File: config.mk
export PLATFORM = sky130hd
export DESIGN_NAME = tdt_resq
export DESIGN_NICKNAME = d
export VERILOG_FILES = /design/src/hdl/tdt_pkg.sv /design/src/hdl/tdt_resq.sv
export SDC_FILE = /design/constraint.sdc
export NUM_CORES = 1
export LEC_CHECK = 0
export BUFFER_PORTS_ARGS = -buffer_cell sky130_fd_sc_hd__buf_2
export CAP_MARGIN = 20
export CORE_MARGIN = 1.5
export CORE_UTILIZATION = 45
export CTS_CLUSTER_SIZE = 14
export DETAILED_ROUTE_END_ITERATION = 6
export GPL_TIMING_DRIVEN = 0
export PLACE_DENSITY = 0.66
export SLEW_MARGIN = 20
export SYNTH_ARGS = -nofsm -noshare
export SYNTH_HDL_FRONTEND = slang
export SYNTH_SLANG_ARGS = --single-unit
File: constraint.sdc
create_clock -name clk -period 14.8 [get_ports clk]
set_input_delay 2.96 -clock clk [delete_from_list [all_inputs] [get_ports clk]]
set_output_delay 2.96 -clock clk [all_outputs]
set_load 0.1 [all_outputs]
File: src/hdl/tdt_pkg.sv
// Shared types, constants and codes for the table-driven DFA tokenizer.
package tdt_pkg;

	// Parameter defaults handed to the top level.
	localparam int NUM_STATES_DEF       = 256;
	localparam int TRANSITION_DEPTH_DEF = 4096;
	localparam int TOKEN_BITS_DEF       = 10;

	// Fixed field widths of the stream payload.
	localparam int ACTION_W    = 3;
	localparam int INDEX_W     = 12;
	localparam int VALUE_W     = 13;
	localparam int BYTE_W      = 8;
	localparam int CODE_W      = 10;
	localparam int COUNT_W     = 32;
	localparam int LEN_W       = 16;
	localparam int TDATA_IN_W  = 40;
	localparam int TDATA_OUT_W = 96;

	// Table geometry that does not follow from a parameter.
	localparam int CLASS_COUNT = 256;
	localparam int CLASS_W     = 12;
	localparam int ROW_W       = 12;
	localparam int SUM_W       = 13;

	// Reciprocal division of a transition value by the state count.
	localparam int QUOT_W      = 12;
	localparam int RECIP_W     = 24;
	localparam int RECIP_SHIFT = 24;
	localparam int REM_W       = 29;

	// Result queue geometry.
	localparam int QUEUE_DEPTH = 4;
	localparam int QPTR_W      = 2;
	localparam int QCNT_W      = 3;

	localparam logic [BYTE_W-1:0] NEWLINE = 8'h0A;

	// Request kinds carried on tuser.
	typedef enum logic [ACTION_W-1:0] {
		ACT_LOAD_CLASS = 3'd0,
		ACT_LOAD_ROW   = 3'd1,
		ACT_LOAD_TRANS = 3'd2,
		ACT_LOAD_TOKEN = 3'd3,
		ACT_SCAN       = 3'd4
	} action_t;

	// One request after the class lookup stage.
	typedef struct packed {
		action_t             action;
		logic [INDEX_W-1:0]  index;
		logic [VALUE_W-1:0]  value;
		logic [BYTE_W-1:0]   chr;
		logic [QUOT_W-1:0]   quot;
	} item_t;

	// One reported token.
	typedef struct packed {
		logic [CODE_W-1:0]  code;
		logic [COUNT_W-1:0] line;
		logic [COUNT_W-1:0] offset;
		logic [LEN_W-1:0]   length;
		logic               last;
	} result_t;

	// Up to two tokens produced by one scanned byte.
	typedef struct packed {
		logic [1:0] count;
		result_t    first;
		result_t    second;
	} push_t;

endpackage

File: src/hdl/tdt_resq.sv
// Result queue: takes up to two tokens a cycle while it has room for them, and drives the output stream.
module tdt_resq (
	input  logic                             clk,
	input  logic                             arst_n,
	input  tdt_pkg::push_t                   push,
	output logic                             room,
	output logic                             m_tvalid,
	input  logic                             m_tready,
	output logic [tdt_pkg::TDATA_OUT_W-1:0]  m_tdata,   // token_code, token_line, token_offset, token_length
	output logic                             m_tlast    // last_of_run
);
	import tdt_pkg::*;

	localparam int PAD_W = TDATA_OUT_W - CODE_W - 2 * COUNT_W - LEN_W;

	result_t          entry_q [QUEUE_DEPTH];
	logic [QPTR_W-1:0] wr_q, rd_q;
	logic [QCNT_W-1:0] cnt_q;
	logic             pop;
	result_t          head;

	assign pop  = m_tvalid && m_tready;
	assign room = cnt_q <= QCNT_W'(QUEUE_DEPTH - 2);

	// Entry storage.
	always_ff @(posedge clk) begin
		if (push.count != 2'b00) begin
			entry_q[wr_q] <= push.first;
		end
		if (push.count == 2'd2) begin
			entry_q[wr_q + QPTR_W'(1)] <= push.second;
		end
	end

	// Pointers and fill count.
	always_ff @(posedge clk or negedge arst_n) begin
		if (!arst_n) begin
			wr_q  <= '0;
			rd_q  <= '0;
			cnt_q <= '0;
		end else begin
			wr_q  <= wr_q + QPTR_W'(push.count);
			rd_q  <= rd_q + QPTR_W'(pop);
			cnt_q <= cnt_q + QCNT_W'(push.count) - QCNT_W'(pop);
		end
	end

	assign head     = entry_q[rd_q];
	assign m_tvalid = cnt_q != '0;
	assign m_tdata  = {{PAD_W{1'b0}}, head.length, head.offset, head.line, head.code};
	assign m_tlast  = head.last;

endmodule

Yosys cells after proc, flatten, opt, wreduce, memory -nomap -nowiden
Memories as Yosys holds them, arrays and structs flattened.
Index checks and enable logic that the tools add are counted.
Widths: inputs -> output; s select.
{"block": "classes", "n_addsub": 5, "n_lt_le_gt_ge": 1, "n_eq_ne": 1, "muxes": 4, "n_reduce_logical": 3}
{"op": "$mux 1", "count": 4}
{"op": "$add 3x2->3", "count": 1}
{"op": "$le 3x2->1 const B", "count": 1}
{"op": "$reduce_bool 3->1", "count": 1}
{"op": "$sub 3x1->3", "count": 1}
{"op": "$add 2x1->2", "count": 1}
{"op": "$add 2x1->2 const B", "count": 1}
{"op": "$add 2x2->2", "count": 1}
{"op": "$eq 2x2->1 const B", "count": 1}
{"op": "$reduce_bool 2->1", "count": 1}
{"op": "$logic_and 1x1->1", "count": 1}
{"block": "totals", "regBits": 7, "ramBits": 364, "input_bits": 187, "wordCells": 18, "mem_count": 1}
{"name": "entry_q", "words": 4, "width": 91, "read_ports": 1, "rd_clocked_by_memory_dff": 0, "wr": 2, "line": "tdt_resq.sv:16", "text": "result_t entry_q [QUEUE_DEPTH];"}

Logic depth before layout (Yosys ltp)
Gate-level depths: netlist of run 1.
{"block": "depth", "ltp_word": 3, "depth_mapped": 7, "mapped_depth_nobuf": 7}

Least setup slack after synthesis of run 1
No wires, ideal clock.
{"block": "synth_path", "path_kind": "input port to flip-flop", "from": "input push[183] in the netlist's numbering", "to": "memory entry_q[0][0] in the netlist's numbering, enable pin", "arrival_ps": 9577, "t_required_ps": 14134, "path_slack_ps": 4557, "path_stages": 3, "n_path_buf": 1, "path_cell_list": "clkbuf_2 o21bai_1 o21ai_0"}
{"element": "start, declared", "line": "tdt_resq.sv:5", "text": "input tdt_pkg::push_t push,"}
{"element": "end, declared", "line": "tdt_resq.sv:16"}

Final worst setup path of run 1
{"block": "layout_path", "from": "register rd_q[1]", "to": "output m_tdata[37] in the netlist's numbering"}
{"block": "layout_between", "elab_chain_cells": 1}
{"element": "start, declared", "line": "tdt_resq.sv:17", "text": "logic [QPTR_W-1:0] wr_q, rd_q;"}
{"element": "start signal, assigned", "line": "tdt_resq.sv:43", "text": "rd_q <= rd_q + QPTR_W'(pop);"}
{"element": "$mem_v2 4x91"}
{"element": "end, declared", "line": "tdt_resq.sv:9", "text": "output logic [tdt_pkg::TDATA_OUT_W-1:0] m_tdata,"}
No other way between the ends.

==> run metrics, run 1 <==
row count between 70 and 80; clock sink count 371; first-pass GRT wire length roughly 67 mm; count of warnings emitted by yosys 0; global-route met2 utilization 0.3572; final slew viol count 0; Global Route met3 Usage 0.04730; mapped cell area ~19,000 um^2; ANT nets after route 0; Critical Path Fanout Max 10; full die area 42,910 um^2; final setup margin approximately 9200 ps; Hold Vio Cnt, Final 0; finished layout cell area between 20,000 and 25,000 um^2; cts hold-fix bufs 0; Worst Path Required roughly 12,000 ps; Tcrit/Tclk final 0.3804; share of cells above drive strength 1 0.6603; Area after DPL approximately 21,000 um^2; H-Tree Depth 2; total grt overflow 0; initial antenna violation count 9; Via density 5.432; root cell of the clock tree clkbuf_16; DP HPWL 30.07 mm; Least-Margin Pin Slew between 800 and 900 ps; Clk pin slew, worst setup/hold paths approximately 60 ps; Initial Util 0.4572; setup bufs post-CTS 0; largest cells by area after synthesis edfxtp_1, mux2_4, mux2_2; failing checks design-rule violations; drt wl/cell around 24 um; worst slack, placed ~9500 ps; outcome finished with violations; Setup-failing EPs final 0; fin nets 1,467; GRT Total Usage 0.2097; DR DRC count 34; leading area contributor after synthesis edfxtp_1; nature of the critical path endpoint output port; final wirelength 44.45 mm; Port Buf Inserts 278; critical path class flop to output port; Cell variety after synth 30; GP Congestion between 0.7 and 0.8; Fillers between 3,000 and 4,000; clock latency on the worst-skew pair 550 ps; core area 41,020 um^2; Final Critical Period around 5600 ps; CTS tree built; Fmax between 0.15 and 0.2 GHz; clock buffer depth 3; most common cell after layout, fill and taps aside edfxtp_1; initial DRC count 405; syn avg cell area a little over 20 um^2; #FFs+latches synth 371; via count of the first global-routing pass approximately 11,000; Die Width 207.1 um; Async SR Flop Fraction 0.01887; vias post-DR between 10,000 and 15,000; post-synthesis sequential area ratio 0.5922; RSZ-0062 raised after global routing no; Max-slew headroom 0.4664; Area Overhead vs Synth 21.25%; Top Ports 286; Post-synth top flop edfxtp_1; met1 usage 0.2676; post-synth top area share 0.5828; GR peak layer met2; Post-synth EDFFs about 360; Fin Setup TNS 0 ps; post-CTS sizing 0; Tightest Hold Check Type flop to flop; post-synthesis cell count 927; commonest non-fill, non-tap cells in the layout edfxtp_1, buf_2, mux2_2; crit start category flop; die height around 210 um; CP Data Arrival Time between 2000 and 3000 ps; clock skew between 6 and 7 ps; TritonCTS Buffers 41; TritonRoute pass-1 iters 6; Max-Cap Viols 0; pin count of the biggest net entering global routing 21
layout make-up:
class | count | area [um^2] | share of cell area
diodes | 6 | 15.01 | 0.0006603
plain buffers | 68 | 600.6 | 0.02641
clock buffers | 54 | 1117 | 0.04914
clock inverters | 17 | 151.4 | 0.006658
inverters | 5 | 18.77 | 0.0008254
multi-input cells | 488 | 7086 | 0.3116
flip-flops and latches | 371 | 11110 | 0.4884
well taps | 532 | 665.6 | 0.02927
repair buffers | 301 | 1979 | 0.08705
synthesized netlist by cell type, types with 2 or more instances:
master and n:
mux2_2 185, dfrtp_1 7, o21bai_1 2, buf_2 17
xnor2_1 5, mux2i_1 2, buf_8 16, mux2_1 10
o21ai_0 2, mux2_4 169, inv_1 5, buf_1 6
clkbuf_1 2, and4bb_1 2, mux4_2 91, ha_1 3
nor2_1 3, buf_4 14, edfxtp_1 364, buf_6 12
critical path: stages (launching register included):
cell and delay [ps]:
dfrtp_1 330, buf_2 330, buf_1 640, mux4_2 370
buf_2 430
kinds of logic (layout without fill, tap and decap cells):
group,count (synthesis),in the layout,share of synthesized area
AO/OA/AOI/OAI,7,7,0.002468
XOR/XNOR,6,6,0.002802
adder cells (fa/ha/maj),4,4,0.003069
buffers and inverters,73,445,0.03302
flip-flops,371,371,0.5922
multiplexers,457,457,0.3627
other,1,12,0.0002000
AND/OR/NAND/NOR,8,8,0.003536
flip-flops by register name (all words and copies together), names as in the netlist:
name,cells
wr_q,2
rd_q,2
entry_q,364
cnt_q,3
metal layers:
metal / part of all wire / vias to the layer above
li1: - / 4511
met1: 0.41 / 5194
met2: 0.51 / 231
met3: 0.057 / 62
met4: 0.024 / 8
met5: 0.0013 / -
metrics by stage:
stage | hold WS, ps | utilization | cells
after detailed placement | 559.4 | 0.5231 | 1765
final | 575.5 | 0.5544 | 1842
after global placement | 548.7 | 0.5078 | 1742
after floorplan | 513.4 | - | 932
after global routing | 615.6 | 0.5541 | 1838
after CTS | 569.3 | 0.5540 | 1836
final timing paths:
check	startpoint	endpoint	slack (ps)	cells past startpoint
max	rd_q[1]$_DFF_PN0_	m_tdata[37]	9170	4
min reg2reg	cnt_q[2]$_DFF_PN0_	cnt_q[2]$_DFF_PN0_	580	1
min	cnt_q[2]$_DFF_PN0_	cnt_q[2]$_DFF_PN0_	580	1
max in group asynchronous	arst_n	rd_q[0]$_DFF_PN0_	12400	1
max reg2reg	wr_q[1]$_DFF_PN0_	entry_q[0][43]$_DFFE_PP_	12250	8
min in group asynchronous	arst_n	rd_q[1]$_DFF_PN0_	2240	1
Power of run 1 is left out: the tool's default activity adds up to more than one toggle a clock period on the data nets, which glitch-free logic cannot reach.
==> run 2: changes to the inputs <==
Settings changed: ABC_AREA set to 1, PLACE_DENSITY 0.66 to 0.68.
Clock period 14.8 ns to 4.91 ns, I/O delays scaled along.
==> run 2 against run 1 <==
Effect of this change:
- register-to-register slack got worse by 9900 ps
- critical endpoint is now m_tdata[45]
- non-clock buffer count rose by 63
- highest routed layer unchanged
- the flow now finishes without violations
- setup slack got worse by 8100 ps
- first-iteration DRC count rose to 3.5 times the previous value
==> run metrics, run 2 <==
DR DRC count 0 (-100%); drt wl/cell 20.32 um (-16%); CTS tree built; Critical Path Slowest Stage Cell buf_2; Port Buf Inserts 279 (+0.36%); Critical Path Max Stage Delay 490 ps (-150 ps); top sig layer met5; outcome finished, final reports clean; leading area contributor after synthesis edfxtp_1; final slew viol count 0 (unchanged); Fmax ~0.26 GHz; met2 wire length 27.69 mm (+23%); root cell of the clock tree clkbuf_16; row count 74 (unchanged); setup bufs post-CTS 0 (unchanged); Max-slew headroom 0.4914 (+0.02499); XOR/XNOR Fraction of Synth Area 0.0009257 (-0.001876); Synth Area in Simple Gates 0.1346 (+0.1310); CP Cell Sequence inv_1 > buf_2 > clkbuf_1 > o21ai_0 > o21ai_0 > buf_2; Tcrit/Tclk final 0.7736; post-synthesis sequential area ratio 0.5869 (-0.005247); mapped cell area 18,920 um^2 (+0.89%); GRT Total Usage 0.2634 (+0.05371); Critical Path Fanout Max 10 (unchanged); Initial Util 0.4592 (+0.002014); share of cells above drive strength 1 0.2724 (-0.3879); Least-Margin Pin Slew 762.9 ps (-37.49 ps); CP Data Arrival Time 2820 ps (+150 ps); clock latency on the worst-skew pair 550 ps (about the same); Top Ports 286 (unchanged); reg2reg start wr_q[0]$_DFF_PN0_; Final Critical Period between 3000 and 4000 ps; final wirelength 57.66 mm (+30%); R2R cell count 6 (-2); max FFs per register 364 (unchanged); ANT nets after route 0 (unchanged); most common cell after layout, fill and taps aside nand2_1; clock skew 11.04 ps (+4.252 ps); Setup-failing EPs final 0 (unchanged); core area 41,200 um^2 (+0.45%); Worst setup startpoint rd_q[1]$_DFF_PN0_; H-Tree Depth 2 (unchanged); Clk pin slew, worst setup/hold paths 60 ps (about the same); initial antenna violation count 9 (unchanged); pin count of the biggest net entering global routing 47 (+120%); most numerous cell in the Yosys netlist nand2_1; die height 208.1 um (+0.44%); clock buffer depth 3 (unchanged); Async SR Flop Fraction 0.01887 (unchanged); GP Congestion 0.8384 (+14%); Max-Cap Viols 0 (unchanged); Hold Vio Cnt, Final 0 (unchanged); count of warnings emitted by yosys 0 (unchanged); Cell variety after synth 25 (-17%); #FFs+latches synth 371 (unchanged); met3 wire len 4.527 mm (+78%); fin util 0.5445 (-0.009902); R2R Path End entry_q[2][54]$_DFFE_PP_; full die area 43,290 um^2 (+0.88%); Worst Path Required 3930 ps (-7910 ps); Synth top cells by count nand2_1, edfxtp_1, nor2_1; initial DRC count 1,414 (+250%); post-synthesis cell count 1,939 (+110%); mux contribution to synthesized area 0 (-0.3627); TritonRoute pass-1 iters 5 (-1); flop-to-flop setup slack 2360 ps (-9890 ps); RSZ-0062 raised after global routing no; largest family of logic cells by synthesized area compound AO/OA/AOI/OAI gates; commonest non-fill, non-tap cells in the layout nand2_1, edfxtp_1, buf_2; DP HPWL 38.44 mm (+28%); critical path class flop to output port; first-pass GRT wire length 87.40 mm (+30%); Area Overhead vs Synth 18.56%; Post-synth EDFFs 364 (unchanged); WL met1 23.74 mm (+30%); Min Hold Slack 264.2 ps (-311.3 ps); fin nets 2,463 (+68%); Post-synth top flop edfxtp_1; Largest Register entry_q; Largest regs entry_q (364), cnt_q (3); Tightest Hold Check Type input pin to async pin; largest cells by area after synthesis edfxtp_1, nand2_1, o21ai_2; via count of the first global-routing pass 15,481 (+42%); nature of the critical path endpoint output port; syn avg cell area 9.759 um^2 (-52%); complex-gate fraction of the synthesized area 0.2012 (+0.1987); vias post-DR 15,520 (+55%); TritonCTS Buffers 41 (unchanged); Via density 5.469 (+0.67%); post-CTS sizing 0 (unchanged); crit start category flop; clock sink count 371 (unchanged); cts hold-fix bufs 0 (unchanged); Die Width 208.1 um (+0.44%); adder-cell area share of the yosys netlist 0.003042 (-0.00002719); total grt overflow 0 (unchanged); post-synth top area share 0.5777 (-0.005164)
[run 2: cells by family after synthesis]
group	after synthesis
AOI/OAI and AO/OA	639
xor gates and xnor gates	2
adders and majority gates	4
buffers and inverters	251
DFF	371
other	1
and+or+nand+nor	671
[run 2: critical path: cells and delay by family, from the launching register on]
family | cells | cell delay (ps)
AO/OA/AOI/OAI | 2 | 450
buffers and inverters | 4 | 1430
flip-flops | 1 | 380
[run 2: metal layers]
metal / global-route usage / vias up
li1: - / 7347
met1: 0.3466 / 7393
met2: 0.4382 / 676
met3: 0.04211 / 100
met4: 0.1014 / 4
met5: 0 / -
[run 2: layout make-up]
cell class	instances	area (um^2)
Clock buffer	47	1049
Sequential cell	371	11110
Multi-Input combinational cell	1322	6480
Inverter	104	390.4
Clock inverter	22	190.2
Timing Repair Buffer	285	1539
Buffer	147	994.7
Fill cell	3720	18770
Antenna cell	8	20.02
Tap cell	532	665.6
[run 2: stage by stage]
stage               setup WS, ps  std cells  instance area [um^2]  setup TNS, ps
global route               974.0       2834                 22420              0
finish                      1111       2838                 22430              0
global placement           -1076       2755                 21000        -353240
CTS                         1095       2830                 22410              0
floorplan                  857.9       1944                 18940              0
detailed placement          1638       2761                 21180              0
[run 2: how the worst max path moves through the flow]
stage                                           to  depth (start not counted)
after floorplan                        m_tdata[20]                          7
after global placement    entry_q[3][40]$_DFFE_PP_                          6
after CTS                              m_tdata[45]                          6
after global routing                   m_tdata[45]                          6
after detailed placement  entry_q[2][40]$_DFFE_PP_                          7
final                                  m_tdata[45]                          6
Power of run 2 is left out for the same reason.
==> run 3: changes to the inputs <==
Clock period 4.91 ns to 3.3 ns, I/O delays scaled along.
==> run 3 against run 2 <==
Effect of this change:
- non-clock buffer count decreased by 1
- core utilization is 0.24 points higher
- setup slack got worse by 1100 ps
- routed wire length is 0.39% higher
- global-route usage rose by 0.27 points
- worst hold slack better by 170 ps
- flip-flop and latch count unchanged
==> run metrics, run 3 (synthesized netlist as in run 2, its figures left out) <==
clock skew 23.18 ps (+12.15 ps); root cell of the clock tree clkbuf_16; CTS tree built; ANT nets after route 0 (unchanged); commonest non-fill, non-tap cells in the layout nand2_1, edfxtp_1, buf_2; cell count of the worst hold path 3; clock buffer depth 3 (unchanged); TritonRoute pass-1 iters 6 (+1); initial antenna violation count 7 (-2); Critical Path Max Stage Delay 470 ps (-20 ps); Worst Path Required 2640 ps (-1290 ps); Initial Util 0.4592 (unchanged); Setup-failing EPs final 0 (unchanged); via count of the first global-routing pass 15,651 (+1.1%); Tightest Hold Check Type input pin to flop; Final Critical Period 3244 ps; drt wl/cell 20.39 um (+0.35%); Worst setup startpoint rd_q[0]$_DFF_PN0_; share of cells above drive strength 1 0.2758 (+0.003436); CP Data Arrival Time 2580 ps (-240 ps); Largest Register entry_q; most common cell after layout, fill and taps aside nand2_1; Die Width 208.1 um (unchanged); Hold Vio Cnt, Final 0 (unchanged); Critical Path Slowest Stage Cell buf_2; Fmax 0.3083 GHz; Endpoint, Worst Hold entry_q[2][75]$_DFFE_PP_; Least-Margin Pin Slew 733.1 ps (-29.82 ps); R2R Path End entry_q[2][42]$_DFFE_PP_; first-pass GRT wire length 88.89 mm (+1.7%); clock sink count 371 (unchanged); core area 41,200 um^2 (unchanged); outcome finished, final reports clean; clock latency on the worst-skew pair 550 ps (about the same); Max-Cap Viols 0 (unchanged); Top Ports 286 (unchanged); TritonCTS Buffers 42 (+2.4%); final slew viol count 0 (unchanged); DR DRC count 0 (unchanged); Area Overhead vs Synth 19.09%; GP Congestion 0.8442 (+0.69%); crit start category flop; vias post-DR 15,833 (+2.0%); pin count of the biggest net entering global routing 79 (+68%); DP HPWL 37.74 mm (-1.8%); min-delay src push[166]; nature of the critical path endpoint output port; CP Cell Sequence buf_6 > inv_2 > buf_6 > buf_6 > buf_4 > o21ai_0 > o21ai_1 > buf_2; final wirelength 57.88 mm (+0.39%); full die area 43,290 um^2 (unchanged); total grt overflow 0 (unchanged); H-Tree Depth 2 (unchanged); fin nets 2,463 (unchanged); initial DRC count 1,544 (+9.2%); flop-to-flop setup slack 920 ps (-1440 ps); max FFs per register 364 (unchanged); Via density 5.577 (+2.0%); Clk pin slew, worst setup/hold paths 60 ps (about the same); Port Buf Inserts 279 (unchanged); Max-slew headroom 0.5113 (+0.01988); row count 74 (unchanged); Tcrit/Tclk final 0.9830; R2R cell count 6 (unchanged); die height 208.1 um (unchanged); Largest regs entry_q (364), cnt_q (3); critical path class flop to output port; reg2reg start wr_q[0]$_DFF_PN0_; Critical Path Fanout Max 10 (unchanged); GRT Total Usage 0.2661 (+0.002727); most used cell, CP buf_6; Min Hold Slack 432.9 ps (+168.7 ps)
-- run 3: cell count changes in the layout (fill, tap and decap cells not counted), sizes merged --
cell and delta:
dlygate4sd3 +1, diode -3, clkinvlp -1, bufinv -1, clkbuf +11, buf -8
inv +2
-- run 3: area by class of cell --
cell class | instances | area, um^2
fillers | 3595 | 18670
flip-flops and latches | 371 | 11110
multi-input cells | 1322 | 6515
repair buffers | 284 | 1564
clock buffers | 52 | 1110
plain buffers | 147 | 1011
well taps | 532 | 665.6
inverters | 104 | 390.4
clock inverters | 22 | 160.2
diodes | 5 | 12.51
-- run 3: per-layer routing --
layer | track usage | part of all wire | up-vias
met5 | 0 | 0.00090 | -
met4 | 0.09766 | 0.030 | 8
met3 | 0.04030 | 0.085 | 132
met2 | 0.4330 | 0.47 | 781
met1 | 0.3620 | 0.42 | 7573
li1 | - | - | 7339
-- run 3: critical path: cells and delay by family (launching register included) --
family | cells | cell delay, ps
buffers and inverters | 6 | 1280
DFF | 1 | 380
AOI/OAI and AO/OA | 2 | 360
-- run 3: how the worst max path moves through the flow --
stage                                     to  slack, ps
floorplan                        m_tdata[10]        290
global placement    entry_q[2][36]$_DFFE_PP_       -740
detailed placement               m_tdata[87]        490
CTS                              m_tdata[12]          8
global route                      m_tdata[3]         -3
finish                            m_tdata[0]         60
-- run 3: stage by stage --
step	setup WS [ps]	std cells	setup TNS [ps]	area [um^2]	utilization
2_1_floorplan	293.0	1944	0	18950	-
3_3_place_gp	-743.7	2755	-259450	21010	0.5100
3_5_place_dp	489.3	2759	0	21180	0.5140
4_1_cts	8.007	2834	0	22500	0.5460
5_1_grt	-2.835	2836	-2.835	22530	0.5467
6_report	56.02	2839	0	22530	0.5469
-- run 3: what timing repair did --
action                     CTS  global route
hold buffers                 1             0
cloned                       0             0
setup buffers                0             0
hold endpoints to repair     7             0
setup endpoints to repair   16            53
gates resized for setup     17            24
Power of run 3 is left out for the same reason.
